**src/bfa_pkg.sv**
```systemverilog
// ----------------------------------------------------------------------------
// bfa_pkg
// Shared types and codes of the best-fit block allocator: result codes,
// action codes, controller states, datapath operations and the command and
// status bundles between controller and datapath.
// ----------------------------------------------------------------------------
package bfa_pkg;

  // Fixed field widths of the transfer payloads
  localparam int ACTION_W = 1;
  localparam int REQ_W    = 11;
  localparam int ADDR_W   = 10;
  localparam int STATUS_W = 2;

  // Action codes
  localparam logic [ACTION_W-1:0] ACT_ALLOC = 1'b0;
  localparam logic [ACTION_W-1:0] ACT_FREE  = 1'b1;

  // Result status codes
  localparam logic [STATUS_W-1:0] STS_DONE    = 2'd0;
  localparam logic [STATUS_W-1:0] STS_NOFIT   = 2'd1;
  localparam logic [STATUS_W-1:0] STS_NULL    = 2'd2;
  localparam logic [STATUS_W-1:0] STS_UNKNOWN = 2'd3;

  // Controller states
  typedef enum logic [3:0] {
    S_INIT,
    S_IDLE,
    S_SCAN,
    S_DECIDE,
    S_SHIFT,
    S_WR_SPLIT,
    S_WR_BEST,
    S_COMPACT,
    S_COMPACT_END,
    S_RESP
  } ctrl_state_t;

  // Datapath operations, one per cycle
  typedef enum logic [3:0] {
    OP_NONE,
    OP_INIT,
    OP_START,
    OP_SCAN,
    OP_PREP,
    OP_SHIFT,
    OP_WR_SPLIT,
    OP_WR_BEST,
    OP_COMPACT,
    OP_COMPACT_END
  } dp_op_t;

  // Controller to datapath
  typedef struct packed {
    dp_op_t              op;
    logic                load_out;
    logic [STATUS_W-1:0] res_code;
  } dp_cmd_t;

  // Datapath to controller
  typedef struct packed {
    logic null_free;
    logic is_free;
    logic scan_done;
    logic found;
    logic split;
    logic hit;
    logic hit_free;
    logic shift_done;
    logic compact_done;
  } dp_stat_t;

endpackage

```
**src/bfa_cmd_if.sv**
```systemverilog
// ----------------------------------------------------------------------------
// bfa_cmd_if
// Request channel of the allocator: allocate or free, with valid/ready.
// ----------------------------------------------------------------------------
interface bfa_cmd_if;
  logic                         valid;
  logic                         ready;
  logic [bfa_pkg::ACTION_W-1:0] action;
  logic [bfa_pkg::REQ_W-1:0]    req_size;
  logic [bfa_pkg::ADDR_W-1:0]   payload_addr;

  modport source (output valid, action, req_size, payload_addr, input ready);
  modport sink   (input valid, action, req_size, payload_addr, output ready);
endinterface

```
**src/bfa_res_if.sv**
```systemverilog
// ----------------------------------------------------------------------------
// bfa_res_if
// Result channel of the allocator: status and granted offset, valid/ready.
// ----------------------------------------------------------------------------
interface bfa_res_if;
  logic                         valid;
  logic                         ready;
  logic [bfa_pkg::STATUS_W-1:0] status;
  logic [bfa_pkg::ADDR_W-1:0]   granted_addr;

  modport source (output valid, status, granted_addr, input ready);
  modport sink   (input valid, status, granted_addr, output ready);
endinterface

```
**src/bfa_ctrl.sv**
```systemverilog
// ----------------------------------------------------------------------------
// bfa_ctrl
// Controller of the allocator. Sequences scan, table shift, coalescing pass
// and result hand-off; owns the channel handshakes.
// ----------------------------------------------------------------------------
module bfa_ctrl (
  input  logic              clk,
  input  logic              rst,
  input  logic              cmd_valid,
  output logic              cmd_ready,
  output logic              res_valid,
  input  logic              res_ready,
  input  bfa_pkg::dp_stat_t stat,
  output bfa_pkg::dp_cmd_t  ctl
);

  bfa_pkg::ctrl_state_t          state, state_next;
  logic [bfa_pkg::STATUS_W-1:0]  res_code, res_code_next;

  // State and pending result code
  always_ff @(posedge clk) begin
    if (rst) begin
      state    <= bfa_pkg::S_INIT;
      res_code <= bfa_pkg::STS_DONE;
    end else begin
      state    <= state_next;
      res_code <= res_code_next;
    end
  end

  // Output register valid flag
  always_ff @(posedge clk) begin
    if (rst) begin
      res_valid <= 1'b0;
    end else if (ctl.load_out) begin
      res_valid <= 1'b1;
    end else if (res_ready) begin
      res_valid <= 1'b0;
    end
  end

  // Next state and datapath commands
  always_comb begin
    state_next    = state;
    res_code_next = res_code;
    cmd_ready     = 1'b0;
    ctl.op        = bfa_pkg::OP_NONE;
    ctl.load_out  = 1'b0;
    ctl.res_code  = res_code;
    unique case (state)
      bfa_pkg::S_INIT: begin
        ctl.op     = bfa_pkg::OP_INIT;
        state_next = bfa_pkg::S_IDLE;
      end
      bfa_pkg::S_IDLE: begin
        cmd_ready = 1'b1;
        if (cmd_valid) begin
          ctl.op = bfa_pkg::OP_START;
          if (stat.null_free) begin
            res_code_next = bfa_pkg::STS_NULL;
            state_next    = bfa_pkg::S_RESP;
          end else begin
            state_next = bfa_pkg::S_SCAN;
          end
        end
      end
      bfa_pkg::S_SCAN: begin
        ctl.op = bfa_pkg::OP_SCAN;
        if (stat.scan_done) begin
          state_next = bfa_pkg::S_DECIDE;
        end
      end
      bfa_pkg::S_DECIDE: begin
        ctl.op = bfa_pkg::OP_PREP;
        if (!stat.is_free) begin
          if (!stat.found) begin
            res_code_next = bfa_pkg::STS_NOFIT;
            state_next    = bfa_pkg::S_RESP;
          end else if (stat.split) begin
            state_next = bfa_pkg::S_SHIFT;
          end else begin
            state_next = bfa_pkg::S_WR_BEST;
          end
        end else if (!stat.hit || stat.hit_free) begin
          res_code_next = bfa_pkg::STS_UNKNOWN;
          state_next    = bfa_pkg::S_RESP;
        end else begin
          state_next = bfa_pkg::S_COMPACT;
        end
      end
      bfa_pkg::S_SHIFT: begin
        ctl.op = bfa_pkg::OP_SHIFT;
        if (stat.shift_done) begin
          state_next = bfa_pkg::S_WR_SPLIT;
        end
      end
      bfa_pkg::S_WR_SPLIT: begin
        ctl.op     = bfa_pkg::OP_WR_SPLIT;
        state_next = bfa_pkg::S_WR_BEST;
      end
      bfa_pkg::S_WR_BEST: begin
        ctl.op        = bfa_pkg::OP_WR_BEST;
        res_code_next = bfa_pkg::STS_DONE;
        state_next    = bfa_pkg::S_RESP;
      end
      bfa_pkg::S_COMPACT: begin
        ctl.op = bfa_pkg::OP_COMPACT;
        if (stat.compact_done) begin
          state_next = bfa_pkg::S_COMPACT_END;
        end
      end
      bfa_pkg::S_COMPACT_END: begin
        ctl.op        = bfa_pkg::OP_COMPACT_END;
        res_code_next = bfa_pkg::STS_DONE;
        state_next    = bfa_pkg::S_RESP;
      end
      bfa_pkg::S_RESP: begin
        // wait for a free output register
        if (!res_valid || res_ready) begin
          ctl.load_out = 1'b1;
          state_next   = bfa_pkg::S_IDLE;
        end
      end
      default: begin
        state_next = bfa_pkg::S_INIT;
      end
    endcase
  end

endmodule

```
**src/bfa_dp.sv**
```systemverilog
// ----------------------------------------------------------------------------
// bfa_dp
// Datapath of the allocator: block table memory (size and free mark per
// entry), scan registers, shift and coalescing stream, result registers.
// ----------------------------------------------------------------------------
module bfa_dp #(
  parameter int HEAP_BYTES   = 1024,
  parameter int HEADER_BYTES = 16,
  parameter int MAX_BLOCKS   = 64
) (
  input  logic                         clk,
  input  logic                         rst,
  input  bfa_pkg::dp_cmd_t             ctl,
  output bfa_pkg::dp_stat_t            stat,
  input  logic [bfa_pkg::ACTION_W-1:0] cmd_action,
  input  logic [bfa_pkg::REQ_W-1:0]    cmd_req_size,
  input  logic [bfa_pkg::ADDR_W-1:0]   cmd_payload_addr,
  output logic [bfa_pkg::STATUS_W-1:0] res_status,
  output logic [bfa_pkg::ADDR_W-1:0]   res_granted_addr
);

  localparam int SZ_W  = $clog2(HEAP_BYTES);
  localparam int OFF_W = SZ_W + 1;
  localparam int IDX_W = $clog2(MAX_BLOCKS);
  localparam int CNT_W = $clog2(MAX_BLOCKS + 1);
  localparam int CMP_W = ((SZ_W > bfa_pkg::REQ_W) ? SZ_W : bfa_pkg::REQ_W) + 1;
  localparam int AW    = (OFF_W > bfa_pkg::ADDR_W) ? OFF_W : bfa_pkg::ADDR_W;

  localparam logic [OFF_W-1:0] HDR_OFF   = OFF_W'(HEADER_BYTES);
  localparam logic [CMP_W-1:0] HDR_CMP   = CMP_W'(HEADER_BYTES);
  localparam logic [SZ_W-1:0]  INIT_SIZE = SZ_W'(HEAP_BYTES - HEADER_BYTES);
  localparam logic [CNT_W-1:0] MAX_CNT   = CNT_W'(MAX_BLOCKS);
  localparam logic [CNT_W-1:0] ONE_CNT   = CNT_W'(1);
  localparam logic [IDX_W-1:0] ONE_IDX   = IDX_W'(1);

  // Block table: {free, size}
  logic [SZ_W:0]                mem [MAX_BLOCKS];
  logic [SZ_W:0]                rd_data;
  logic [IDX_W-1:0]             ra;
  logic                         we;
  logic [IDX_W-1:0]             wa;
  logic [SZ_W:0]                wd;
  logic                         issue;

  // Request and scan registers
  logic [bfa_pkg::ACTION_W-1:0] act;
  logic [bfa_pkg::REQ_W-1:0]    req;
  logic [bfa_pkg::ADDR_W-1:0]   addr;
  logic [CNT_W-1:0]             count, count_next;
  logic [CNT_W-1:0]             r_idx, w_idx;
  logic [IDX_W-1:0]             p_idx;
  logic                         rd_vld;
  logic [OFF_W-1:0]             off;
  logic                         found;
  logic [IDX_W-1:0]             best_idx;
  logic [SZ_W-1:0]              best_size;
  logic [OFF_W-1:0]             best_off;
  logic                         hit, hit_free;
  logic [IDX_W-1:0]             hit_idx;
  logic                         have_pend, pend_free;
  logic [SZ_W-1:0]              pend_size;

  // Derived values
  logic [SZ_W-1:0]              rd_size;
  logic                         rd_free;
  logic                         is_free;
  logic                         split;
  logic [SZ_W-1:0]              split_size;
  logic [CNT_W-1:0]             r_dec;
  logic [CNT_W-1:0]             best_next;
  logic [CNT_W-1:0]             start_idx;
  logic                         fits, better, addr_match, e_free, merge;
  logic [OFF_W-1:0]             off_step;
  logic [SZ_W-1:0]              merged_size;

  assign rd_size     = rd_data[SZ_W-1:0];
  assign rd_free     = rd_data[SZ_W];
  assign is_free     = (act == bfa_pkg::ACT_FREE);
  assign r_dec       = r_idx - ONE_CNT;
  assign best_next   = CNT_W'(best_idx) + ONE_CNT;
  assign start_idx   = (hit_idx == '0) ? '0 : CNT_W'(hit_idx) - ONE_CNT;
  assign split       = (CMP_W'(best_size) > (CMP_W'(req) + HDR_CMP)) && (count != MAX_CNT);
  assign split_size  = SZ_W'(CMP_W'(best_size) - CMP_W'(req) - HDR_CMP);
  assign fits        = rd_free && (CMP_W'(rd_size) >= CMP_W'(req));
  assign better      = !found || (rd_size < best_size);
  assign addr_match  = (AW'(off) == AW'(addr));
  assign off_step    = off + HDR_OFF + OFF_W'(rd_size);
  assign e_free      = rd_free || (p_idx == hit_idx);
  assign merge       = pend_free && e_free;
  assign merged_size = SZ_W'(OFF_W'(pend_size) + OFF_W'(rd_size) + HDR_OFF);

  // Status to the controller
  always_comb begin
    stat.null_free    = (cmd_action == bfa_pkg::ACT_FREE) && (cmd_payload_addr == '0);
    stat.is_free      = is_free;
    stat.scan_done    = hit || ((r_idx == count) && !rd_vld);
    stat.found        = found;
    stat.split        = split;
    stat.hit          = hit;
    stat.hit_free     = hit_free;
    stat.shift_done   = !(r_idx > best_next) && !rd_vld;
    stat.compact_done = (r_idx == count) && !rd_vld;
  end

  // Read issue and table write selection
  always_comb begin
    issue = 1'b0;
    ra    = r_idx[IDX_W-1:0];
    we    = 1'b0;
    wa    = best_idx;
    wd    = rd_data;
    unique case (ctl.op)
      bfa_pkg::OP_INIT: begin
        we = 1'b1;
        wa = '0;
        wd = {1'b1, INIT_SIZE};
      end
      bfa_pkg::OP_SCAN: begin
        issue = (r_idx != count);
      end
      bfa_pkg::OP_SHIFT: begin
        issue = (r_idx > best_next);
        ra    = r_dec[IDX_W-1:0];
        // move each entry one place up
        we    = rd_vld;
        wa    = p_idx + ONE_IDX;
        wd    = rd_data;
      end
      bfa_pkg::OP_WR_SPLIT: begin
        we = 1'b1;
        wa = best_idx + ONE_IDX;
        wd = {1'b1, split_size};
      end
      bfa_pkg::OP_WR_BEST: begin
        we = 1'b1;
        wa = best_idx;
        wd = {1'b0, split ? SZ_W'(req) : best_size};
      end
      bfa_pkg::OP_COMPACT: begin
        issue = (r_idx != count);
        // retire the pending block when the incoming one does not join it
        we    = rd_vld && have_pend && !merge;
        wa    = w_idx[IDX_W-1:0];
        wd    = {pend_free, pend_size};
      end
      bfa_pkg::OP_COMPACT_END: begin
        we = 1'b1;
        wa = w_idx[IDX_W-1:0];
        wd = {pend_free, pend_size};
      end
      bfa_pkg::OP_NONE, bfa_pkg::OP_START, bfa_pkg::OP_PREP: begin
        issue = 1'b0;
      end
      default: begin
        issue = 1'b0;
      end
    endcase
  end

  // Table memory, registered read
  always_ff @(posedge clk) begin
    if (we) begin
      mem[wa] <= wd;
    end
    rd_data <= mem[ra];
  end

  // Block count
  always_comb begin
    count_next = count;
    if (ctl.op == bfa_pkg::OP_WR_BEST && split) begin
      count_next = count + ONE_CNT;
    end else if (ctl.op == bfa_pkg::OP_COMPACT_END) begin
      count_next = w_idx + ONE_CNT;
    end
  end

  // Control registers
  always_ff @(posedge clk) begin
    if (rst) begin
      count  <= ONE_CNT;
      rd_vld <= 1'b0;
    end else begin
      count  <= count_next;
      rd_vld <= issue;
    end
  end

  // Scan, shift and coalescing registers
  always_ff @(posedge clk) begin
    unique case (ctl.op)
      bfa_pkg::OP_START: begin
        act   <= cmd_action;
        req   <= cmd_req_size;
        addr  <= cmd_payload_addr;
        r_idx <= '0;
        off   <= HDR_OFF;
        found <= 1'b0;
        hit   <= 1'b0;
      end
      bfa_pkg::OP_SCAN: begin
        if (issue) begin
          r_idx <= r_idx + ONE_CNT;
        end
        p_idx <= r_idx[IDX_W-1:0];
        if (rd_vld && !hit) begin
          off <= off_step;
          if (!is_free) begin
            // smallest fitting free block, earliest on a tie
            if (fits && better) begin
              found     <= 1'b1;
              best_idx  <= p_idx;
              best_size <= rd_size;
              best_off  <= off;
            end
          end else if (addr_match) begin
            hit      <= 1'b1;
            hit_idx  <= p_idx;
            hit_free <= rd_free;
          end
        end
      end
      bfa_pkg::OP_PREP: begin
        have_pend <= 1'b0;
        if (!is_free) begin
          r_idx <= count;
        end else begin
          r_idx <= start_idx;
          w_idx <= start_idx;
        end
      end
      bfa_pkg::OP_SHIFT: begin
        if (issue) begin
          r_idx <= r_dec;
        end
        p_idx <= r_dec[IDX_W-1:0];
      end
      bfa_pkg::OP_COMPACT: begin
        if (issue) begin
          r_idx <= r_idx + ONE_CNT;
        end
        p_idx <= r_idx[IDX_W-1:0];
        if (rd_vld) begin
          have_pend <= 1'b1;
          if (have_pend && merge) begin
            pend_size <= merged_size;
          end else begin
            if (have_pend) begin
              w_idx <= w_idx + ONE_CNT;
            end
            pend_size <= rd_size;
            pend_free <= e_free;
          end
        end
      end
      bfa_pkg::OP_NONE, bfa_pkg::OP_INIT, bfa_pkg::OP_WR_SPLIT,
      bfa_pkg::OP_WR_BEST, bfa_pkg::OP_COMPACT_END: begin
      end
      default: begin
      end
    endcase
  end

  // Result registers
  always_ff @(posedge clk) begin
    if (ctl.load_out) begin
      res_status <= ctl.res_code;
      if (ctl.res_code == bfa_pkg::STS_DONE && !is_free) begin
        res_granted_addr <= bfa_pkg::ADDR_W'(best_off);
      end else begin
        res_granted_addr <= '0;
      end
    end
  end

endmodule

```
**src/best_fit_block_allocator.sv**
```systemverilog
// ----------------------------------------------------------------------------
// best_fit_block_allocator
// Best-fit heap allocator with coalescing. The heap is kept as a table of
// blocks in address order; allocate picks the smallest fitting free block
// and may split it, free marks a block free and merges it with free neighbors.
//
//   channel | dir | transfer payload
//   --------+-----+--------------------------------------------
//   cmd     | in  | action, req_size, payload_addr
//   res     | out | status, granted_addr
//
// One request at a time. Allocate scans the table; it splits the block only
// when the rest can hold a header plus a byte and the table has room, and
// then shifts the entries above the split point through the single read port.
// Free scans to the address, then makes one coalescing pass from the block
// before it. Reset is synchronous; the first cycle after reset writes the
// initial block and no request is taken then. The next request is taken
// while a result still waits in the output register; a stalled result
// holds the block at the end of its work.
// ----------------------------------------------------------------------------
module best_fit_block_allocator #(
  parameter int HEAP_BYTES   = 1024,
  parameter int HEADER_BYTES = 16,
  parameter int MAX_BLOCKS   = 64
) (
  input logic      clk,
  input logic      rst,
  bfa_cmd_if.sink  cmd,
  bfa_res_if.source res
);

  bfa_pkg::dp_cmd_t  ctl;
  bfa_pkg::dp_stat_t stat;

  // Sequencer
  bfa_ctrl u_ctrl (
    .clk       (clk),
    .rst       (rst),
    .cmd_valid (cmd.valid),
    .cmd_ready (cmd.ready),
    .res_valid (res.valid),
    .res_ready (res.ready),
    .stat      (stat),
    .ctl       (ctl)
  );

  // Block table and arithmetic
  bfa_dp #(
    .HEAP_BYTES   (HEAP_BYTES),
    .HEADER_BYTES (HEADER_BYTES),
    .MAX_BLOCKS   (MAX_BLOCKS)
  ) u_dp (
    .clk              (clk),
    .rst              (rst),
    .ctl              (ctl),
    .stat             (stat),
    .cmd_action       (cmd.action),
    .cmd_req_size     (cmd.req_size),
    .cmd_payload_addr (cmd.payload_addr),
    .res_status       (res.status),
    .res_granted_addr (res.granted_addr)
  );

endmodule

```
**src/flat_wrapper.sv**
```systemverilog
// flat-port wrapper written by rule: the top's interface ports become plain ports
module best_fit_block_allocator_flat 
#(
  parameter int HEAP_BYTES   = 1024,
  parameter int HEADER_BYTES = 16,
  parameter int MAX_BLOCKS   = 64
)
  (clk, rst, cmd_valid, cmd_action, cmd_req_size, cmd_payload_addr, cmd_ready, res_valid, res_status, res_granted_addr, res_ready);
  bfa_cmd_if cmd_i ();
  bfa_res_if res_i ();
  input logic clk;
  input logic rst;
  input wire logic [$bits(cmd_i.valid)-1:0] cmd_valid;
  input wire logic [$bits(cmd_i.action)-1:0] cmd_action;
  input wire logic [$bits(cmd_i.req_size)-1:0] cmd_req_size;
  input wire logic [$bits(cmd_i.payload_addr)-1:0] cmd_payload_addr;
  output wire logic [$bits(cmd_i.ready)-1:0] cmd_ready;
  output wire logic [$bits(res_i.valid)-1:0] res_valid;
  output wire logic [$bits(res_i.status)-1:0] res_status;
  output wire logic [$bits(res_i.granted_addr)-1:0] res_granted_addr;
  input wire logic [$bits(res_i.ready)-1:0] res_ready;
  assign cmd_i.valid = cmd_valid;
  assign cmd_i.action = cmd_action;
  assign cmd_i.req_size = cmd_req_size;
  assign cmd_i.payload_addr = cmd_payload_addr;
  assign cmd_ready = cmd_i.ready;
  assign res_valid = res_i.valid;
  assign res_status = res_i.status;
  assign res_granted_addr = res_i.granted_addr;
  assign res_i.ready = res_ready;
  best_fit_block_allocator #(.HEAP_BYTES(HEAP_BYTES), .HEADER_BYTES(HEADER_BYTES), .MAX_BLOCKS(MAX_BLOCKS)) u_core (.clk(clk), .rst(rst), .cmd(cmd_i), .res(res_i));
endmodule
```
**config.mk**
```make
export PLATFORM = sky130hd
export DESIGN_NAME = best_fit_block_allocator_flat
export DESIGN_NICKNAME = d
export VERILOG_FILES = /design/src/bfa_pkg.sv /design/src/bfa_cmd_if.sv /design/src/bfa_res_if.sv /design/src/bfa_ctrl.sv /design/src/bfa_dp.sv /design/src/best_fit_block_allocator.sv /design/src/flat_wrapper.sv
export SDC_FILE = /design/constraint.sdc
export NUM_CORES = 1
export LEC_CHECK = 0
export BUFFER_PORTS_ARGS = -buffer_cell sky130_fd_sc_hd__buf_2
export CORE_MARGIN = 10
export CORE_UTILIZATION = 62
export CTS_CLUSTER_SIZE = 25
export DETAILED_ROUTE_END_ITERATION = 10
export PLACE_DENSITY = 0.78
export REMOVE_ABC_BUFFERS = 1
export SKIP_LAST_GASP = 1
export SLEW_MARGIN = 30
export SYNTH_ARGS = -nofsm -noshare
export SYNTH_HDL_FRONTEND = slang
export SYNTH_SLANG_ARGS = --single-unit
```
**constraint.sdc**
```tcl
create_clock -name clk -period 10.2 [get_ports clk]
set_input_delay 0.51 -clock clk [delete_from_list [all_inputs] [get_ports clk]]
set_output_delay 0.51 -clock clk [all_outputs]
set_load 0.1 [all_outputs]
```
==> impl_summary.log, run 1 <==
[metrics] number of max-capacitance violations reported: 0
[metrics] Via density: 6.75
[metrics] count of antenna-violating nets left after detailed routing: 0
[metrics] DIE HEIGHT: 264 um
[metrics] highest clock rate: 198 MHz
[metrics] crit path cell chain: or4b_1, inv_2, nand2_1, buf_4, and2_4, buf_4, nand2_1, a32oi_1, nand4_1, nand4_1
[metrics] Setup-failing EPs final: 0
[metrics] count of pins over their slew limit: 0
[metrics] clk root buf: sky130_fd_sc_hd__clkbuf_16
[metrics] average wire length per cell after detail routing: 27.1 um
[metrics] buffers and inverters on the worst path: 3
[metrics] worst hold path class: input pin to register
[metrics] clock latency at the later pin of the worst-skew pair: 0.66 ns
[metrics] Remaining DRCs: 0
[metrics] starting density of the core: 62.5%
[metrics] part of the Yosys area used for sequential elements: 67.9%
[metrics] Row Count: 89
[metrics] number of different library cells in the post-synthesis netlist: 80
[metrics] count of flip-flops with a built-in enable after synthesis: 816
[metrics] clock tree from TritonCTS: yes
[metrics] maximum cell stage delay along the critical path: 0.74 ns
[metrics] total count of hold-check failures in the final report: 0
[metrics] Synth async-reset ratio: 0%
[metrics] number of cells in the design after placement: 3,355
[metrics] slowest stage cell, crit path: sky130_fd_sc_hd__dfxtp_1
[metrics] Internal Dissipation: 7.54 mW
[metrics] proportion of total power due to net switching: 36.4%
[metrics] most common flop cell mapped by yosys: sky130_fd_sc_hd__edfxtp_1
[metrics] pwr dens: 291 nW/um^2
[metrics] actual transition at the worst max-transition pin: 1.04 ns
[metrics] result of the run: completed
[metrics] number of synthesis warnings: 0
[metrics] post-cts hold buffer count: 0
[metrics] cell types with the largest area share after synthesis: sky130_fd_sc_hd__edfxtp_1 (67%), sky130_fd_sc_hd__mux2i_1 (5.4%), sky130_fd_sc_hd__nand2_1 (3.5%)
[metrics] register clock-pin slew on the reported worst setup and hold paths: 0.06 ns
[metrics] setup clock skew after layout: 0.0428 ns
[metrics] cell area after synthesis: 36,800 um^2
[metrics] pin count of the biggest net entering global routing: 163
[metrics] average footprint of a synthesized cell: 14.0 um^2
[metrics] standby leakage power: 14.0 nW
[metrics] First-pass DRT Iterations: 6
[metrics] Logic pwr share: 33.1%
[metrics] maximum vdd ir drop: 0.000199 V
[metrics] overall fraction of global-route tracks in use: 26.7%
[metrics] Final Routed Wirelength: 95,000 um
[metrics] largest area contributor in the synthesized netlist: sky130_fd_sc_hd__edfxtp_1
[metrics] Min Clock Period, post-route: 5.05 ns
[metrics] share of layout cells above drive strength 1: 11.2%
[metrics] most used standard cell by instance count after synthesis: sky130_fd_sc_hd__edfxtp_1
[metrics] final period utilization: 49.5%
[metrics] sequential power share: 41.0%
[metrics] buffers from clock root to sink, at most: 3
[metrics] number of placed I/O pins: 40
[metrics] first-iteration detailed-routing DRC count: 3,084
[metrics] normalized max-slew margin: 30.6%
[metrics] antenna violations before repair: 1
[metrics] CP Launch Type: register
[metrics] non-filler cells, final: 3,509
[metrics] number of H-tree levels: 3
[metrics] number of global-route vias before repair: 22.9k
[metrics] Synth top area share: 66.5%
[metrics] RSZ-0062 raised after global routing: false
[metrics] leading cell types by count after synthesis: sky130_fd_sc_hd__edfxtp_1 (816), sky130_fd_sc_hd__nand2_1 (341), sky130_fd_sc_hd__mux2i_1 (198)
[metrics] Setup Total Neg Slack: 0 ns
[metrics] fraction of power consumed by the clock network: 25.9%
[metrics] vias post-DR: 23.7k
[metrics] switching pwr: 4.32 mW
[metrics] die area: 69,500 um^2
[metrics] count of mapped cells out of synthesis: 2,637
[metrics] Register-to-Register Setup Slack: 5.15 ns
[metrics] number of flip-flops and latches in the synthesized netlist: 842
[metrics] detailed-placement wirelength estimate: 58,000 um
[metrics] Layout area overhead: 10.6%
[metrics] Max Fanout on Critical Path: 50
[metrics] global-route wire length before repair: 142,000 um
[metrics] weighted congestion at the end of routability-driven global placement: 0.907
[metrics] Crit path arrival time: 5.62 ns
[metrics] post-CTS setup buffer count: 0
[metrics] CP Capture Type: register
[metrics] count of port buffers added during placement: 39
[metrics] die boundary width: 264 um
[metrics] data required time at the worst endpoint: 10.76 ns
[metrics] Total Nets Final: 2,796
[metrics] number of cells upsized or downsized after cts: 0
[metrics] placeable core region: 58,900 um^2
[metrics] grt ovf: 0
[metrics] CTS sink cnt: 842
[metrics] Worst Setup Path Type: register to register
[metrics] family with the most delay on the worst path: simple AND/OR/NAND/NOR gates
[metrics] number of buffers created by CTS: 83
## area by class of cell
| cell class | instances | area, um^2 |
|---|---|---|
| multi-input cells | 1579 | 11100 |
| clock inverters | 41 | 430 |
| inverters | 73 | 274 |
| repair buffers | 89 | 611 |
| flip-flops and latches | 842 | 25000 |
| clock buffers | 111 | 2310 |
| fillers | 3863 | 18200 |
| well taps | 773 | 967 |
| diodes | 1 | 2.50 |
## worst register-to-register path, cell delays in order (launching register included)
cell and delay [ns]:
sky130_fd_sc_hd__dfxtp_1 0.74, sky130_fd_sc_hd__or4b_1 0.64, sky130_fd_sc_hd__inv_2 0.30, sky130_fd_sc_hd__nand2_1 0.27, sky130_fd_sc_hd__buf_4 0.49, sky130_fd_sc_hd__and2_4 0.61, sky130_fd_sc_hd__buf_4 0.62, sky130_fd_sc_hd__nand2_1 0.24
sky130_fd_sc_hd__a32oi_1 0.37, sky130_fd_sc_hd__nand4_1 0.48, sky130_fd_sc_hd__nand4_1 0.26
## power by group through the flow
stage | clock network, mW | logic (mW) | registers [mW]
5_1_grt | 3.22 | 4.19 | 4.88
3_5_place_dp | 0 | 3.81 | 4.92
4_1_cts | 3.09 | 3.85 | 4.85
3_3_place_gp | 0 | 3.65 | 4.91
6_report | 3.07 | 3.93 | 4.86
2_1_floorplan | 0 | 2.52 | 4.88
## sequential cells by signal, indices dropped and copies added (netlist names), 7 cells and up
signal,flops
u_core.u_dp.mem,704
u_core.u_dp.pend_size,10
u_core.u_dp.r_idx,7
u_core.u_dp.best_size,10
u_core.u_dp.rd_data,11
u_core.u_dp.off,11
u_core.u_dp.addr,10
u_core.u_dp.best_off,10
u_core.u_dp.req,11
u_core.u_dp.count,7
u_core.u_dp.w_idx,7
u_core.u_dp.res_granted_addr,10
## metal layers
| metal | vias to the layer above | share of wire (%) | global-route usage [%] |
|---|---|---|---|
| li1 | 10300 | - | - |
| met1 | 11700 | 37 | 33.9 |
| met2 | 1509 | 48 | 43.0 |
| met3 | 282 | 11 | 5.84 |
| met4 | 0 | 4.9 | 12.9 |
| met5 | - | 0 | 0 |
## layout by cell type (no fill, tap or decap), types with 17 or more instances in the layout
| master | netlist | layout |
|---|---|---|
| sky130_fd_sc_hd__mux2i_1 | 198 | 198 |
| sky130_fd_sc_hd__nand4_1 | 62 | 62 |
| sky130_fd_sc_hd__xnor2_1 | 45 | 45 |
| sky130_fd_sc_hd__a211oi_1 | 53 | 53 |
| sky130_fd_sc_hd__o21ai_0 | 47 | 45 |
| sky130_fd_sc_hd__dfxtp_1 | 26 | 26 |
| sky130_fd_sc_hd__nand3_1 | 32 | 32 |
| sky130_fd_sc_hd__nor2_1 | 136 | 90 |
| sky130_fd_sc_hd__and3_1 | 52 | 52 |
| sky130_fd_sc_hd__a221oi_1 | 48 | 47 |
| sky130_fd_sc_hd__xor2_1 | 30 | 30 |
| sky130_fd_sc_hd__buf_2 | 55 | 39 |
| sky130_fd_sc_hd__inv_1 | 68 | 67 |
| sky130_fd_sc_hd__a32oi_1 | 88 | 88 |
| sky130_fd_sc_hd__nor2_2 | 1 | 45 |
| sky130_fd_sc_hd__buf_4 | 6 | 46 |
| sky130_fd_sc_hd__a31oi_1 | 52 | 52 |
| sky130_fd_sc_hd__edfxtp_1 | 816 | 816 |
| sky130_fd_sc_hd__nand2_1 | 341 | 341 |
| sky130_fd_sc_hd__ha_1 | 98 | 98 |
| sky130_fd_sc_hd__and2_1 | 18 | 17 |
| sky130_fd_sc_hd__a21oi_1 | 50 | 50 |
| sky130_fd_sc_hd__clkbuf_16 | 0 | 85 |
| sky130_fd_sc_hd__clkbuf_1 | 71 | 17 |
| sky130_fd_sc_hd__nor3_1 | 28 | 25 |
## logic make-up after synthesis
group	after synthesis	synth area share, %
buffers and inverters	216	2.59
multiplexers	208	5.73
XOR/XNOR	75	1.78
AO/OA/AOI/OAI	450	8.92
adder cells (fa/ha/maj)	102	3.55
AND/OR/NAND/NOR	744	9.48
flip-flops	842	67.9
## worst paths after layout
path / startpoint / endpoint / depth (start not counted)
setup / recovery: u_core.u_ctrl.state[3]$_SDFFE_PP0P_ / u_core.u_dp.rd_data[6]$_DFF_P_ / 10
hold / removal: cmd_req_size[2] / u_core.u_dp.req[2]$_DFFE_PP_ / 1
setup reg to reg: u_core.u_ctrl.state[3]$_SDFFE_PP0P_ / u_core.u_dp.rd_data[6]$_DFF_P_ / 10
hold reg to reg: u_core.u_ctrl.res_code[1]$_SDFFE_PP0P_ / u_core.u_dp.res_status[1]$_DFFE_PP_ / 0
## through the flow
stage / util [%] / total power [mW] / area (um^2) / setup WS, ns / hold WS [ns]
after CTS: 69.1 / 11.8 / 40700 / 4.97 / 0.0187
after global placement: 64.2 / 8.56 / 37800 / 5.01 / 0.466
after global routing: 69.2 / 12.3 / 40700 / 4.98 / 0.0222
after floorplan: - / 7.40 / 36100 / 4.46 / 0.431
final: 69.2 / 11.9 / 40700 / 5.15 / 0.0442
after detailed placement: 64.4 / 8.73 / 38000 / 4.98 / 0.467
(Power assumes the default switching activity.)
==> run 2, diff against run 1 <==
--- a/config.mk
+++ b/config.mk
@@ -5,6 +5,7 @@
 export SDC_FILE = /design/constraint.sdc
 export NUM_CORES = 1
 export LEC_CHECK = 0
+export ABC_AREA = 1
 export BUFFER_PORTS_ARGS = -buffer_cell sky130_fd_sc_hd__buf_2
 export CORE_MARGIN = 10
 export CORE_UTILIZATION = 62
==> constraint.sdc (replaced) <==
create_clock -name clk -period 5.2 [get_ports clk]
set_input_delay 0.26 -clock clk [delete_from_list [all_inputs] [get_ports clk]]
set_output_delay 0.26 -clock clk [all_outputs]
set_load 0.1 [all_outputs]
==> run 2 against run 1 <==
Against the previous run:
- sequential power up 100%
- critical path type unchanged
- sequential share of layout area shrank 2.0 points
- maximum frequency is 24% higher
- register-to-register slack worse by 4.0 ns
- setup slack got worse by 4.0 ns
- clock-buffer cell count fell by 6
- synthesized area increased by 3.1%
- non-clock buffer count increased by 26
- first-iteration DRC count rose by 29%
- worst hold slack better by 0.13 ns
- critical path depth grew 3
- the run now ends with design-rule violations left
- total power rose by 120%
==> impl_summary.log, run 2 <==
[metrics] result of the run: finished, violations left
[metrics] failing checks: design-rule violations
[metrics] overall fraction of global-route tracks in use: 27.3%
[metrics] Worst Setup Path Type: register to register
[metrics] RSZ-0062 raised after global routing: false
[metrics] most common flop cell mapped by yosys: sky130_fd_sc_hd__edfxtp_1
[metrics] highest clock rate: 245 MHz
[metrics] crit path cell chain: nand3_1, xor2_1, ha_1, a21oi_1, o21a_1, nand2_1, nand2_1, nand2_1, nand2_1, nand2_1, nand3_1, nand4_1, buf_12
[metrics] Logic pwr share: 38.8%
[metrics] combined area of the multi-input logic cells: 11,700 um^2
[metrics] switching pwr: 10.4 mW
[metrics] number of placed I/O pins: 40
[metrics] Final Routed Wirelength: 98,000 um
[metrics] data required time at the worst endpoint: 5.55 ns
[metrics] grt ovf: 0
[metrics] Layout area overhead: 11.0%
[metrics] most common cell after layout, fill and taps aside: sky130_fd_sc_hd__nand2_1
[metrics] end of the worst register-to-register path: u_core.u_dp.mem[34][6]$_DFFE_PP_
[metrics] normalized max-slew margin: 34.9%
[metrics] count of flip-flops with a built-in enable after synthesis: 816
[metrics] worst hold-check slack: 0.175 ns
[metrics] maximum cell stage delay along the critical path: 0.69 ns
[metrics] pin count of the biggest net entering global routing: 103
[metrics] final period utilization: 78.4%
[metrics] number of buffers created by CTS: 85
[metrics] part of the Yosys area used for sequential elements: 65.9%
[metrics] leading cell types by count after synthesis: sky130_fd_sc_hd__nand2_1 (917), sky130_fd_sc_hd__edfxtp_1 (816), sky130_fd_sc_hd__nand3_1 (622)
[metrics] count of antenna-violating nets left after detailed routing: 0
[metrics] total count of hold-check failures in the final report: 0
[metrics] weighted congestion at the end of routability-driven global placement: 0.969
[metrics] Register-to-Register Setup Slack: 1.12 ns
[metrics] detailed-placement wirelength estimate: 60,100 um
[metrics] number of cells upsized or downsized after cts: 0
[metrics] clock tree from TritonCTS: yes
[metrics] endpoint of the worst hold path: u_core.u_ctrl.res_code[1]$_SDFFE_PP0P_
[metrics] dpl cell area: 39,100 um^2
[metrics] Remaining DRCs: 1
[metrics] starting density of the core: 62.8%
[metrics] worst hold path class: input pin to register
[metrics] number of cells in the design after placement: 4,116
[metrics] depth of the most critical reg-to-reg path: 13
[metrics] die boundary width: 267 um
[metrics] startpoint of the tightest hold check path: cmd_valid
[metrics] proportion of total power due to net switching: 40.2%
[metrics] average wire length per cell after detail routing: 22.8 um
[metrics] Via density: 6.20
[metrics] number of flip-flops under the largest register name: 704
[metrics] count of mapped cells out of synthesis: 3,397
[metrics] number of different library cells in the post-synthesis netlist: 48
[metrics] Max Fanout on Critical Path: 52
[metrics] number of max-capacitance violations reported: 0
[metrics] register containing the most flip-flops in the final layout: u_core.u_dp.mem
[metrics] Synth top area share: 64.5%
[metrics] die area: 71,500 um^2
[metrics] start of the worst register-to-register path: u_core.u_dp.req[6]$_DFFE_PP_
[metrics] clk root buf: sky130_fd_sc_hd__clkbuf_16
[metrics] largest area contributor in the synthesized netlist: sky130_fd_sc_hd__edfxtp_1
[metrics] post-layout utilization of the core: 69.7%
[metrics] family with the most delay on the worst path: simple AND/OR/NAND/NOR gates
[metrics] count of cells along the worst hold path: 6
[metrics] standby leakage power: 16.2 nW
[metrics] register clock-pin slew on the reported worst setup and hold paths: 0.06 ns
[metrics] vias post-DR: 26.6k
[metrics] Synth async-reset ratio: 0%
[metrics] Setup Total Neg Slack: 0 ns
[metrics] Row Count: 90
[metrics] slowest stage cell, crit path: sky130_fd_sc_hd__nand4_1
[metrics] First-pass DRT Iterations: 11
[metrics] Reg area: 25,000 um^2
[metrics] total chip power: 26.0 mW
[metrics] min setup slack post-route: 1.12 ns
[metrics] count of pins over their slew limit: 0
[metrics] clock latency at the later pin of the worst-skew pair: 0.64 ns
[metrics] library cell appearing most often on the critical path: sky130_fd_sc_hd__nand2_1
[metrics] actual transition at the worst max-transition pin: 0.976 ns
[metrics] Crit path arrival time: 4.43 ns
[metrics] number of H-tree levels: 3
[metrics] first-iteration detailed-routing DRC count: 3,977
[metrics] CP Launch Type: register
[metrics] maximum vdd ir drop: 0.000462 V
[metrics] most used standard cell by instance count after synthesis: sky130_fd_sc_hd__nand2_1
[metrics] CP Capture Type: register
[metrics] number of global-route vias before repair: 25.8k
[metrics] antenna violations before repair: 2
[metrics] number of flip-flops and latches in the synthesized netlist: 842
[metrics] total non-filler cell area in the finished layout: 42,100 um^2
[metrics] sequential power share: 37.4%
[metrics] worst setup slack before clock tree synthesis: 1.21 ns
[metrics] buffers from clock root to sink, at most: 3
[metrics] cell area after synthesis: 38,000 um^2
[metrics] pwr dens: 616 nW/um^2
[metrics] cell types with the largest area share after synthesis: sky130_fd_sc_hd__edfxtp_1 (65%), sky130_fd_sc_hd__nand2_1 (9.1%), sky130_fd_sc_hd__nand3_1 (8.2%)
[metrics] placeable core region: 60,500 um^2
[metrics] fraction of power consumed by the clock network: 23.8%
[metrics] count of port buffers added during placement: 39
[metrics] commonest non-fill, non-tap cells in the layout: sky130_fd_sc_hd__nand2_1 (915), sky130_fd_sc_hd__edfxtp_1 (816), sky130_fd_sc_hd__nand3_1 (622)
[metrics] number of synthesis warnings: 0
[metrics] Internal Dissipation: 15.5 mW
[metrics] Min Clock Period, post-route: 4.08 ns
[metrics] non-filler cells, final: 4,298
[metrics] Setup-failing EPs final: 0
[metrics] Total Nets Final: 3,573
[metrics] DIE HEIGHT: 267 um
[metrics] setup clock skew after layout: 0.0207 ns
[metrics] buffers and inverters on the worst path: 1
[metrics] share of layout cells above drive strength 1: 7.65%
[metrics] average footprint of a synthesized cell: 11.2 um^2
[metrics] fillcell total: 4,159
[metrics] CTS sink cnt: 842
[metrics] global-route wire length before repair: 150,000 um
-- run 2: timing repair --
item / 4_1_cts / 5_1_grt
hold buffers: 24 / 0
endpoints found under the hold margin: 28 / 0
setup buffers: 0 / 0
-- run 2: power groups by stage --
stage | Sequential (mW) | Clock [mW] | Combinational [mW]
4_1_cts | 9.69 | 6.21 | 9.89
2_1_floorplan | 9.76 | 0 | 6.20
3_3_place_gp | 9.81 | 0 | 9.49
6_report | 9.72 | 6.16 | 10.1
5_1_grt | 9.74 | 6.49 | 10.9
3_5_place_dp | 9.83 | 0 | 9.80
-- run 2: worst reg2reg max path, stage by stage (launching register included) --
cell,delay (ns)
sky130_fd_sc_hd__edfxtp_1,0.49
sky130_fd_sc_hd__nand3_1,0.17
sky130_fd_sc_hd__xor2_1,0.19
sky130_fd_sc_hd__ha_1,0.27
sky130_fd_sc_hd__a21oi_1,0.18
sky130_fd_sc_hd__o21a_1,0.16
sky130_fd_sc_hd__nand2_1,0.05
sky130_fd_sc_hd__nand2_1,0.06
sky130_fd_sc_hd__nand2_1,0.35
sky130_fd_sc_hd__nand2_1,0.48
sky130_fd_sc_hd__nand2_1,0.09
sky130_fd_sc_hd__nand3_1,0.09
sky130_fd_sc_hd__nand4_1,0.69
sky130_fd_sc_hd__buf_12,0.51
-- run 2: cell type report --
class / count / share of cell area, %
clock buffer: 105 / 5.32
clock inverter: 52 / 1.37
tap: 782 / 2.32
antenna: 1 / 0.00594
sequential: 842 / 59.4
inverter: 178 / 1.60
timing repair buffer: 115 / 2.23
multi-input combinational: 2223 / 27.8
-- run 2: worst max-delay path by stage --
stage / startpoint / endpoint / slack, ns / cells after the start
finish: u_core.u_dp.req[6]$_DFFE_PP_ / u_core.u_dp.mem[34][6]$_DFFE_PP_ / 1.12 / 13
global placement: u_core.u_ctrl.state[0]$_SDFFE_PP0P_ / u_core.u_dp.mem[62][0]$_DFFE_PP_ / 1.43 / 10
floorplan: u_core.u_ctrl.state[3]$_SDFFE_PP0P_ / u_core.u_dp.rd_data[5]$_DFF_P_ / -12.33 / 13
CTS: u_core.u_ctrl.state[0]$_SDFFE_PP0P_ / u_core.u_dp.mem[12][9]$_DFFE_PP_ / 1.22 / 10
detailed placement: u_core.u_ctrl.state[0]$_SDFFE_PP0P_ / u_core.u_dp.mem[12][8]$_DFFE_PP_ / 1.21 / 10
global route: u_core.u_ctrl.state[0]$_SDFFE_PP0P_ / u_core.u_dp.mem[61][2]$_DFFE_PP_ / 0.76 / 10
-- run 2: kinds of logic (layout without fill, tap and decap cells) --
| kind of cell | after synthesis | after routing | synth area share [%] |
|---|---|---|---|
| buf+inv | 332 | 450 | 3.47 |
| flops | 842 | 842 | 65.9 |
| xor+xnor | 41 | 41 | 0.946 |
| simple gates | 1794 | 1794 | 20.5 |
| other cells | 0 | 1 | 0 |
| fa+ha+maj | 102 | 102 | 3.44 |
| mux | 132 | 132 | 3.48 |
| compound gates | 154 | 154 | 2.29 |
-- run 2: per-layer routing --
metal	vias up	track usage (%)	wire length, um
met5	-	0	0
met4	0	9.48	3480
met3	250	4.90	9860
met2	1596	44.4	46500
met1	12700	36.9	38100
li1	12100	-	-
